### src/hw/rtl/bfsp_pkg.sv
// ----------------------------------------------------------------------------
// bfsp_pkg: shared constants and types of the shortest-path block
// Sizes, operation codes and the command and status bundles between the
// controller and the datapath.
// ----------------------------------------------------------------------------
`timescale 1ns / 1ps
`default_nettype none
package bfsp_pkg;

  localparam int MAX_VERTICES = 64;
  localparam int MAX_EDGES    = 128;
  localparam int WEIGHT_BITS  = 16;

  localparam int VTX_W   = 7;                       // vertex field width
  localparam int WT_W    = 16;                      // weight port width
  localparam int DIST_W  = 32;
  localparam int VDEPTH  = MAX_VERTICES + 1;        // vertex 0 unused
  localparam int EA_W    = (MAX_EDGES > 1) ? $clog2(MAX_EDGES) : 1;
  localparam int ECNT_W  = $clog2(MAX_EDGES + 1);
  localparam int EDGE_W  = 2 * VTX_W + WEIGHT_BITS;

  localparam logic [1:0] OP_ADD   = 2'd0;
  localparam logic [1:0] OP_RUN   = 2'd1;
  localparam logic [1:0] OP_READ  = 2'd2;
  localparam logic [1:0] OP_CLEAR = 2'd3;

  typedef struct packed {
    logic load_edge;    // store edge, post add status
    logic clear_edges;  // empty edge list, post zero result
    logic run_init;     // reset flags, seed source, load counters
    logic read_issue;   // issue vertex store reads
    logic edge_latch;   // capture edge word, issue distance reads
    logic relax;        // relax current edge, advance counters
    logic out_zero;     // post an all-zero result
    logic out_read;     // post read result
  } bfsp_cmd_t;

  typedef struct packed {
    logic run_go;
    logic last_edge;
    logic last_round;
  } bfsp_stat_t;

endpackage
`default_nettype wire

### src/hw/rtl/bfsp_ctrl.sv
// ----------------------------------------------------------------------------
// bfsp_ctrl: sequencer of the shortest-path block
// Decodes operations and steps edge relaxation through read, latch and
// relax phases; drives the done strobe.
// ----------------------------------------------------------------------------
`timescale 1ns / 1ps
`default_nettype none
module bfsp_ctrl
  import bfsp_pkg::*;
(
  input  wire logic        clk,
  input  wire logic        rst,
  input  wire logic        start,
  input  wire logic [1:0]  operation,
  input  wire bfsp_stat_t  stat,
  output bfsp_cmd_t        cmd,
  output logic             busy,
  output logic             done
);

  typedef enum logic [4:0] {
    S_IDLE  = 5'b00001,
    S_READ  = 5'b00010,
    S_EDGE  = 5'b00100,
    S_VERT  = 5'b01000,
    S_RELAX = 5'b10000
  } state_t;

  state_t state, state_next;
  logic   done_next;

  always_comb begin
    state_next = state;
    done_next  = 1'b0;
    cmd        = '0;
    unique case (state)
      S_IDLE: begin
        if (start) begin
          unique case (operation)
            OP_ADD: begin
              cmd.load_edge = 1'b1;
              done_next     = 1'b1;
            end
            OP_CLEAR: begin
              cmd.clear_edges = 1'b1;
              done_next       = 1'b1;
            end
            OP_RUN: begin
              cmd.run_init = 1'b1;
              if (stat.run_go) begin
                state_next = S_EDGE;
              end else begin
                cmd.out_zero = 1'b1;
                done_next    = 1'b1;
              end
            end
            OP_READ: begin
              cmd.read_issue = 1'b1;
              state_next     = S_READ;
            end
            default: begin
              state_next = S_IDLE;
            end
          endcase
        end
      end
      S_READ: begin
        cmd.out_read = 1'b1;
        done_next    = 1'b1;
        state_next   = S_IDLE;
      end
      S_EDGE: begin
        state_next = S_VERT;
      end
      S_VERT: begin
        cmd.edge_latch = 1'b1;
        state_next     = S_RELAX;
      end
      S_RELAX: begin
        cmd.relax = 1'b1;
        if (stat.last_edge && stat.last_round) begin
          cmd.out_zero = 1'b1;
          done_next    = 1'b1;
          state_next   = S_IDLE;
        end else begin
          state_next = S_EDGE;
        end
      end
      default: begin
        state_next = S_IDLE;
      end
    endcase
  end

  assign busy = (state != S_IDLE);

  always_ff @(posedge clk) begin
    if (rst) begin
      state <= S_IDLE;
      done  <= 1'b0;
    end else begin
      state <= state_next;
      done  <= done_next;
    end
  end

endmodule
`default_nettype wire

### config.mk
export PLATFORM = sky130hd
export DESIGN_NAME = bfsp_ctrl
export DESIGN_NICKNAME = d
export VERILOG_FILES = /design/src/hw/rtl/bfsp_pkg.sv /design/src/hw/rtl/bfsp_ctrl.sv
export SDC_FILE = /design/constraint.sdc
export NUM_CORES = 1
export LEC_CHECK = 0
export ABC_AREA = 1
export BUFFER_PORTS_ARGS = -buffer_cell sky130_fd_sc_hd__clkbuf_2
export CAP_MARGIN = 10
export CELL_PAD_IN_SITES_DETAIL_PLACEMENT = 0
export CELL_PAD_IN_SITES_GLOBAL_PLACEMENT = 1
export CORE_MARGIN = 2
export CORE_UTILIZATION = 30
export CTS_CLUSTER_DIAMETER = 60
export DETAILED_ROUTE_END_ITERATION = 6
export GPL_TIMING_DRIVEN = 0
export PLACE_DENSITY = 0.81
export SYNTH_ARGS = -nofsm -noshare
export SYNTH_HDL_FRONTEND = slang
export SYNTH_SLANG_ARGS = --single-unit
### constraint.sdc
create_clock -name clk -period 1.2 [get_ports clk]
set_clock_uncertainty 0.05 [all_clocks]
set_input_delay 0.18 -clock clk [delete_from_list [all_inputs] [get_ports clk]]
set_output_delay 0.18 -clock clk [all_outputs]
set_load 0.01 [all_outputs]
==> results of run 1 <==
==> stage by stage <==
step	cells	hold slack [ps]	worst slack (ps)	utilization (%)	TNS, ps
final	119	130.5	-239.5	49.15	-1952
after global routing	119	117.9	-331.6	49.15	-2892
after CTS	116	121.7	-261.1	46.17	-2003
after detailed placement	105	378.2	-113.7	38.35	-228.9
after global placement	105	383.4	-89.40	38.35	-176.6
after floorplan	72	196.9	44.68	-	0
==> final cells by class <==
| type | count | share of cell area [%] |
|---|---|---|
| clock buffer | 3 | 3.114 |
| inverter | 13 | 6.747 |
| multi-input combinational | 53 | 43.60 |
| sequential | 6 | 17.13 |
| tap | 16 | 2.768 |
| timing repair buffer | 28 | 26.64 |
==> flip-flops by register name, indices dropped and copies added (netlist names) <==
name and cells:
done 1, state 5
==> kinds of logic (layout without fill, tap and decap cells) <==
group	count (synthesis)	in the layout	synth area share, %
adders and majority gates	4	4	10.90
buffers and inverters	13	44	10.63
and+or+nand+nor	46	46	49.05
DFF	6	6	26.16
AOI/OAI and AO/OA	3	3	3.269
==> power by group <==
part,switching [mW],leakage (nW),internal [mW],total [mW]
combinational,0.176,0.357,0.170,0.346
clock,0.0626,0.0138,0.112,0.175
sequential,0.0244,0.0494,0.220,0.245
==> worst paths after layout <==
path,startpoint,to,slack [ps],depth (start not counted)
worst max-delay path,state[2]$_SDFFE_PP0P_,busy,-240,5
worst max register to register,state[2]$_SDFFE_PP0P_,done$_SDFF_PP0_,-50,8
worst min register to register,state[2]$_SDFFE_PP0P_,state[3]$_SDFFE_PP0P_,510,4
worst min-delay path,rst,state[2]$_SDFFE_PP0P_,130,2
==> worst max-delay path: stages, from the launching register on <==
cell                       delay [ps]
sky130_fd_sc_hd__dfxtp_2          330
sky130_fd_sc_hd__nor2_4           150
sky130_fd_sc_hd__buf_12           120
sky130_fd_sc_hd__nand4_4          100
sky130_fd_sc_hd__buf_4            160
sky130_fd_sc_hd__clkbuf_2         110
==> synthesized netlist by cell type, drive strengths merged <==
library cell  count
nor3              2
nor2             17
a21oi             1
nand3             4
nand4             3
nand3b            1
ha                4
inv              13
o21ai             2
dfxtp             6
nand2            19
==> routing by layer <==
metal  vias up  track usage, %  wire length [µm]
li1        287               -                 -
met1       231           15.21               503
met2         9           21.79               576
met3         0           1.277                30
met4         0           7.273                 0
met5         -               0                 0
==> timing repair <==
item,in CTS,in global routing
pin swaps,7,4
buffers inserted,8,3
resized for setup,6,10
endpoints found under the setup margin,9,12
==> results list, run 1 <==
- The run finished, with violations left.
* Leading post-synthesis cells by cell area: sky130_fd_sc_hd__dfxtp_1, sky130_fd_sc_hd__nand2_1, sky130_fd_sc_hd__ha_1
- In this run the standard cell core region covers ~1500 µm².
* Final total power: 765.2 µW
- With fillers left out, the area of the finished cells amounts to 723.2 µm².
- No sink is reached through more buffers than the 2 on the longest clock path.
- Area used by sequential logic in the layout: between 100 and 150 µm²
* TritonCTS Buffers: 3
- Power Dens Cells: 1058 nW/µm²
* Class of the most critical setup path: flip-flop to output port
- Unrepaired setup endpoints after global routing: true
- The average instance in the mapped netlist occupies between 6 and 7 µm².
- Clk Latency, worst-skew pair: 230 ps
- Worst slew pin tran: around 210 ps
* Vias: 527
* Maximum capacitance violations: 0
* Port bufs: 17
- Most common cell after layout, fill and taps aside: sky130_fd_sc_hd__nand2_1
* Worst-case headroom to the max-slew limit: a little under nine tenths
- In the layout the commonest cells are sky130_fd_sc_hd__nand2_1, sky130_fd_sc_hd__nor2_1, sky130_fd_sc_hd__inv_1, sky130_fd_sc_hd__clkbuf_2, sky130_fd_sc_hd__buf_4.
- DP Area: about 560 µm²
- In this run the number of H-tree levels came out at 1.
- Measured along the x axis, the die boundary spans 43.13 µm.
* Total die area: roughly 1900 µm²
- NumNets Final: 117
- After detailed routing, the number of vias per cell comes to between 4 and 5.
* CP required: between 900 and 1000 ps
* Filler Cells Inserted: 156
* Number of routed nets with antenna violations: 0
- The number of hold violations in the final report was 0.
* Global routing usage summed across all routing layers: 12.75%
* CTS tree: yes
- Final setup margin: -239.5 ps
* VDD IR-drop max: around 0.30 mV
- Share of cells above drive strength 1: between 40% and 50%
- After detailed routing, the number of remaining DRC violations is 0.
* First DRT Iteration DRCs: 10
* Site Rows: 14
* Height of the die: around 43 µm
- Warnings from Yosys: 0
* Most area-hungry cell type in the Yosys netlist: sky130_fd_sc_hd__dfxtp_1
- Max Slew Vio Count: 0
- Boundary Pins: 18
- Post-Syn Area: ~460 µm²
- Data arrival time of the worst path: approximately 1200 ps
* Count of inserted antenna diode cells: 0
- Grt total ovfl: 0
* Hold Crit Class: input pin to flip-flop
- The via count of the first global-routing pass was ~470.
* Average routed wire per standard cell: slightly above 9 µm
- Buffers inserted to repair hold after CTS numbered 0.
- Post-synthesis sequential area ratio: between 20% and 30%
- Sort of element at the start of the critical path: flip-flop
- Maximum number of pins on one net before global-route repair: 7
- Critical path capture point type: output port
- CTS placed an instance of sky130_fd_sc_hd__clkbuf_4 at the clock tree root.
- Flops & latches, synth: 6
* CP Max Fanout: 5
- The first detailed-routing pass took 4 iterations.
- The analysis attributes to cell leakage a power of 0.4202 nW.
- From synthesis to final layout, the design area changed by 57.49%.
- Clock-pin slew was measured on the worst setup and hold paths at 40 ps.
- The wire-length estimate of the detail-placed layout is about 770 µm.
- The first global-routing pass estimated between 1500 and 2000 µm of wire.
- The number of different library cells used by synthesis comes to 17.
- GPL Wtd Cong: around 0.71
- Final period utilization: 120.0%
* Number of clock sinks: 6
- Synthesis produced a netlist with a net count of 84.
- The number of antenna violations at the first check in global routing is 0.
- Detailed-route wire length: 1111 µm
- The share of synthesized area in the top cell type comes to between 20% and 30%.
* Post-synthesis cell count: 72
- Achievable frequency: 694.7 MHz
- Setup violations remaining at the end of the flow were counted as 12.
* Multi-input logic area: about 320 µm²
- The worst path in the final design needs a cycle of 1440 ps, including I/O delays and setup.
* Failing checks: negative setup slack
* Effective utilization at floorplan: between 30 and 40%
No activity file was read; power rests on OpenSTA's default activity.
==> run 2, diff against run 1 <==
--- a/config.mk
+++ b/config.mk
@@ -19,3 +19,4 @@
 export SYNTH_ARGS = -nofsm -noshare
 export SYNTH_HDL_FRONTEND = slang
 export SYNTH_SLANG_ARGS = --single-unit
+export TNS_END_PERCENT = 30
==> constraint.sdc (replaced) <==
create_clock -name clk -period 1.2 [get_ports clk]
set_clock_uncertainty 0.05 [all_clocks]
set_input_delay 0.18 -clock clk [delete_from_list [all_inputs] [get_ports clk]]
set_output_delay 0.18 -clock clk [all_outputs]
set_load 0.02 [all_outputs]
==> run 2 against run 1 <==
Compared with the run above:
- the run still ends with negative setup slack left
- register-to-register slack worse by 60 ps
- largest cell class unchanged
- clock-buffer cell count is the same
- critical path depth increased by 1
==> results list, run 2 (synthesis gave the netlist of run 1 again) <==
- For this run, the total global-route usage over all layers was measured as 12.03%.
* Total die area: around 1900 µm²
- Critical path capture point type: output port
* TritonCTS Buffers: 3
- NumNets Final: about 110
- Maximum number of pins on one net before global-route repair: 7
- For this design the top-level I/O count stands at 18.
* Hold Crit Class: input pin to flip-flop
* Achievable frequency: 674.4 MHz
* CP Max Fanout: 3
* Number of DRC violations after detailed routing: 0
- Net Sw Power: between 300 and 400 µW
* Portion of total power attributed to sequential cells: a little under a third
- The run finished, with violations left.
- Together, buffers and inverters on the worst path number 1.
- The library cell used most frequently in the layout, excluding fill and tap cells, is sky130_fd_sc_hd__nand2_1.
- The max-slew violation total from the final report is 0.
- GPL Wtd Cong: a little under 0.7
* Number of clock sinks: 6
- No sink is reached through more buffers than the 2 on the longest clock path.
- Average routed wire per standard cell: 9.447 µm
- Largest delay contributor family on the critical path: simple AND/OR/NAND/NOR gates
- Switching fraction of total power: between 30% and 40%
* Peak per-stage delay on the critical path: about 330 ps
* Endpoints failing hold: 0
- Per report_power, the combinational group accounts for 43.9% of the total.
- Share of cells above drive strength 1: between 40 and 50%
- First DRT Iteration DRCs: 6
* HPWL after DPL: 778.6 µm
* DP Area: about 570 µm²
- Top flop regs: state (5), done (1)
- Maximum capacitance violations: 0
- Final period utilization: 123.6%
- Number of global-route vias before repair: roughly 440
* Grt total ovfl: 0
- Of the total power, the clock network draws 25.3%.
* Power Dens Cells: 1110 nW/µm²
* Vias: 526
- CTS tree: yes
- Summed over all layers, the routed wires come to 1077 µm.
* Layout Cell Area excl Fill: 710.7 µm²
* Finished Core Util: about half
* Leakage dissipation: 0.3897 nW
- Sort of element at the start of the critical path: flip-flop
* Multi-input logic area: around 320 µm²
- Once routing completed, OpenROAD measured the worst setup slack at -282.7 ps.
- The sequential cells in the finished layout cover a total of between 100 and 150 µm².
- The first detailed-routing pass took 3 iterations.
- Horiz. Die Dim: 43.13 µm
* Non-filler cells in the finished layout: ~110
- Buffer cell driving the clock tree root: sky130_fd_sc_hd__clkbuf_4
- Input and output buffers added on the ports amount to 17.
* Hold Buf Count CTS: 0
- Once detail routing completed, the nets flagged for antenna violations numbered 0.
* Class of the most critical setup path: flip-flop to output port
- Unrepaired setup endpoints after global routing: true
* Clk Latency, worst-skew pair: ~250 ps
* Commonest non-fill, non-tap cells in the layout: sky130_fd_sc_hd__nand2_1, sky130_fd_sc_hd__inv_1, sky130_fd_sc_hd__nor2_1
- CTS built an H-tree with a depth of 1.
- Largest register FFs: 5
- Area of the core: roughly 1500 µm²
* Failing checks: negative setup slack
- Inst Count DP: around 110
- Register with the most flip-flops: state
- The first global-routing pass estimated between 1500 and 2000 µm of wire.
- Effective utilization at floorplan: 31.21%
- Worst-path cell chain: nor2_4 -> nand2_2 -> nor2_4 -> nand2_2 -> nor2_1 -> buf_4
- After detailed routing, the number of vias per cell comes to between 4 and 5.
- After layout, the minimum clock period comes to 1483 ps.
* Layout-stage area growth over the synthesis result: 54.77%
* VDD IR-drop max: around 0.55 mV
- Clock slew at the register clock pins of the worst setup and hold paths: ~50 ps
* Fin Hold WS: about 110 ps
* Worst slew pin tran: 197.8 ps
* Internal power consumption: just under 500 µW
* Worst path slowest cell: sky130_fd_sc_hd__dfxtp_2
- Counting the fill cells in the layout gives 168.
* Site Rows: 14
- OpenSTA, run right after detailed placement, puts the worst setup slack at -137.3 ps.
* Worst-case headroom to the max-slew limit: roughly 87%
* Count of inserted antenna diode cells: 0
* Data arrival time of the worst path: about 1300 ps
* Number of antenna violations at the first check in global routing: 0
* Setup violations, final: 12
- Height of the die: between 40 and 50 µm
- CP required: approximately 970 ps
-- run 2: metrics by stage --
stage | total power, mW | TNS [ps]
2_1_floorplan | 0.4398 | -310.4
3_3_place_gp | 0.5078 | -329.2
3_5_place_dp | 0.5100 | -387.7
4_1_cts | 0.7473 | -2245
5_1_grt | 0.8559 | -3067
6_report | 0.7889 | -2013
-- run 2: timing repair --
action	CTS	global route
pin swaps	3	2
setup endpoints to repair	9	12
gates cloned	0	0
buffers inserted	4	2
resized for setup	9	19
-- run 2: cell type report --
| type | instances | area share (%) |
|---|---|---|
| Inverter | 13 | 7.218 |
| Timing Repair Buffer | 23 | 23.59 |
| Tap cell | 16 | 2.817 |
| Multi-Input combinational cell | 53 | 45.42 |
| Sequential cell | 6 | 17.78 |
| Clock buffer | 3 | 3.169 |
-- run 2: per-layer routing --
metal  vias to the layer above  share of wire (%)  track usage (%)
met5                         -                  0                0
met4                         0                1.1            3.636
met3                         3                5.1            6.383
met2                        10                 51            19.40
met1                       239                 43            13.59
li1                        274                  -                -
-- run 2: power groups by stage --
stage / Clock (mW) / Combinational [mW] / Sequential, mW
final: 0.200 / 0.346 / 0.243
after global routing: 0.224 / 0.386 / 0.246
after CTS: 0.199 / 0.313 / 0.236
after detailed placement: 0 / 0.271 / 0.239
after global placement: 0 / 0.269 / 0.239
after floorplan: 0 / 0.201 / 0.239
-- run 2: path summary, 6_finish.rpt --
path,start,endpoint,slack [ps],depth (start not counted)
max,state[2]$_SDFFE_PP0P_,cmd[4],-280,6
min,rst,state[2]$_SDFFE_PP0P_,110,2
max reg2reg,state[2]$_SDFFE_PP0P_,done$_SDFF_PP0_,-110,8
min reg2reg,state[3]$_SDFFE_PP0P_,state[3]$_SDFFE_PP0P_,490,3
-- run 2: worst reg2reg max path: stages (launching register included) --
cell and delay, ps:
sky130_fd_sc_hd__dfxtp_2 330, sky130_fd_sc_hd__nor2_4 160, sky130_fd_sc_hd__buf_4 140, sky130_fd_sc_hd__nand4_1 110
sky130_fd_sc_hd__buf_4 160, sky130_fd_sc_hd__buf_4 120, sky130_fd_sc_hd__nand2_1 50, sky130_fd_sc_hd__nor2_1 50
sky130_fd_sc_hd__nor2_1 70
==> run 3, diff against run 2 <==
--- a/config.mk
+++ b/config.mk
@@ -16,6 +16,7 @@
 export DETAILED_ROUTE_END_ITERATION = 6
 export GPL_TIMING_DRIVEN = 0
 export PLACE_DENSITY = 0.81
+export SKIP_LAST_GASP = 1
 export SYNTH_ARGS = -nofsm -noshare
 export SYNTH_HDL_FRONTEND = slang
 export SYNTH_SLANG_ARGS = --single-unit
==> run 3 against run 2 <==
Compared with the run above:
- clock power fell by 4%
- largest cell class unchanged
- highest routed layer unchanged
- die area unchanged
- cell count stayed put
- the flow still finishes with violations (negative setup slack)
==> results list, run 3 (synthesis gave the netlist of run 1 again) <==
- The checks that failed: negative setup slack.
* Buffers & Inverters on Critical Path: 1
* Layout-stage area growth over the synthesis result: 48.50%
* Worst-case headroom to the max-slew limit: between 80% and 90%
- IR analysis of the VDD net gives a maximum drop of 0.5241 mV.
- The number of antenna violations at the first check in global routing was 0.
* Height of the die: between 40 and 50 µm
- Final total power: around 770 µW
- 1st-pass router iterations: 4
- Peak per-stage delay on the critical path: 330 ps
* Combinational group share of total power: between 40% and 50%
- Hold Crit Class: input pin to flip-flop
- Top flop regs: state (5), done (1)
* Horiz. Die Dim: ~43 µm
- First DRT Iteration DRCs: 9
* Count of inserted antenna diode cells: 0
- Vias: around 540
- Filler Cells Inserted: between 150 and 200
- CTS placed an instance of sky130_fd_sc_hd__clkbuf_4 at the clock tree root.
- Layout Cell Area excl Fill: around 680 µm²
- Entering global routing, the biggest net connects 7 pins.
* Port bufs: 17
- Commonest non-fill, non-tap cells in the layout: sky130_fd_sc_hd__nand2_1, sky130_fd_sc_hd__clkbuf_2, sky130_fd_sc_hd__inv_1, sky130_fd_sc_hd__nor2_1, sky130_fd_sc_hd__buf_4
* Portion of total power attributed to sequential cells: between 30 and 40%
* Effective utilization at floorplan: a little under a third
- After detailed routing, the number of vias per cell comes to ~4.7.
- In this run the count of I/O pins placed on the die edge is 18.
* Power Dens Cells: roughly 1100 nW/µm²
* Critical path capture point type: output port
- Clk Latency, worst-skew pair: 250 ps
- Total die area: ~1900 µm²
- TritonCTS Buffers: 3
- Switching fraction of total power: between 30% and 40%
* Pre-CTS setup slack: -137.3 ps
- Setup repair after global routing could not meet its margin everywhere.
* Achievable frequency: 676.7 MHz
* Register with the most flip-flops: state
- Walking the worst path, the cells encountered are nor2_4 -> nand2_2 -> nor2_4 -> nand2_2 -> nor2_1 -> buf_4.
- Average routed wire per standard cell: 9.123 µm
* Final period utilization: 123.1%
- The max-slew violation total from the final report is 0.
* Area of the core: roughly 1500 µm²
- The floorplan has 14 rows.
- The library cell used most frequently in the layout, excluding fill and tap cells, is sky130_fd_sc_hd__nand2_1.
* Number of global-route vias before repair: between 400 and 500
- Worst path slowest cell: sky130_fd_sc_hd__dfxtp_2
- The final layout contains routed wiring with a total length of 1040 µm.
- CTS tree: yes
- No sink is reached through more buffers than the 2 on the longest clock path.
- DP Area: ~570 µm²
- In this run, the clock network consumes 24.8% of the power.
* Final setup margin: -277.7 ps
* Grt total ovfl: 0
- Sort of element at the start of the critical path: flip-flop
* Net Sw Power: approximately 300 µW
- Share of cells above drive strength 1: between 40% and 50%
* Final worst path period need: around 1500 ps
- Along the worst path, the maximum fanout reaches 3.
* GPL Wtd Cong: ~0.69
- Setup violations remaining at the end of the flow were counted as 12.
- Hold Buf Count CTS: 0
* Largest register FFs: 5
* HPWL after DPL: 778.6 µm
- For the worst setup path, the data required time is 970 ps.
- Internal power comes to about 480 µW.
- Worst slew pin tran: approximately 200 ps
- NumNets Final: roughly 110
- In this run the remaining antenna-violating nets after routing total 0.
- Number of clock sinks: 6
- Class of the most critical setup path: flip-flop to output port
- In the routed design, unresolved DRC markers number 0.
* Maximum capacitance violations: 0
* Run status: finished with violations
- Data arrival time of the worst path: about 1300 ps
- Clock slew at the register clock pins of the worst setup and hold paths: around 40 ps
- Summed over all cells, the static leakage comes to 0.3825 nW.
* Global routing usage summed across all routing layers: around an eighth
- Largest delay contributor family on the critical path: simple AND/OR/NAND/NOR gates
- The first global-routing pass estimated 1656 µm of wire.
- The number of hold violations in the final report came to 0.
- H-tree depth: 1
[run 3: power groups by stage]
stage / sequential, mW / clock [mW] / combinational, mW
after floorplan: 0.239 / 0 / 0.201
after global placement: 0.239 / 0 / 0.269
after detailed placement: 0.239 / 0 / 0.271
after CTS: 0.236 / 0.199 / 0.313
after global routing: 0.245 / 0.219 / 0.381
final: 0.243 / 0.192 / 0.340
[run 3: per-layer routing]
metal / GRT usage (%) / vias to the layer above / wire length [µm]
li1: - / 274 / -
met3: 6.383 / 3 / 62
met5: 0 / - / 0
met1: 13.59 / 247 / 424
met4: 3.636 / 0 / 13
met2: 19.70 / 12 / 540
[run 3: cell type report]
| type | instances | area [µm²] | share of cell area (%) |
|---|---|---|---|
| multi-input cells | 53 | 317.8 | 46.61 |
| clock buffers | 3 | 22.52 | 3.303 |
| inverters | 13 | 48.80 | 7.156 |
| flip-flops and latches | 6 | 125.1 | 18.35 |
| repair buffers | 23 | 147.6 | 21.65 |
| well taps | 16 | 20.02 | 2.936 |
[run 3: path summary, 6_finish.rpt]
path                                            start                     to  cells past startpoint  slack (ps)
worst max-delay path            state[2]$_SDFFE_PP0P_                 cmd[4]                      6        -280
worst min-delay path                              rst  state[2]$_SDFFE_PP0P_                      2         110
worst max register to register  state[2]$_SDFFE_PP0P_        done$_SDFF_PP0_                      8        -140
worst min register to register  state[4]$_SDFFE_PP0P_  state[3]$_SDFFE_PP0P_                      3         480
[run 3: what timing repair did]
action                                  CTS  global route
cloned                                    0             0
buffers inserted                          4             2
endpoints found under the setup margin    9            12
pin swaps                                 3             2
resized for setup                         5            13
hold endpoints to repair                  0             0
[run 3: worst reg2reg max path, stage by stage, from the launching register on]
cell and delay, ps:
sky130_fd_sc_hd__dfxtp_2 330, sky130_fd_sc_hd__nor2_4 160, sky130_fd_sc_hd__buf_4 150, sky130_fd_sc_hd__nand4_1 120, sky130_fd_sc_hd__buf_4 170, sky130_fd_sc_hd__buf_4 120
sky130_fd_sc_hd__nand2_1 60, sky130_fd_sc_hd__nor2_1 50, sky130_fd_sc_hd__nor2_1 70
[run 3: stage by stage]
stage	util [%]	TNS [ps]	hold WS (ps)	instances
floorplan	-	-310.4	196.9	72
global placement	38.95	-329.2	378.2	105
detailed placement	38.95	-387.7	382.6	105
CTS	43.28	-2260	119.6	112
global route	46.34	-3130	116.7	114
finish	46.34	-2101	112.3	114
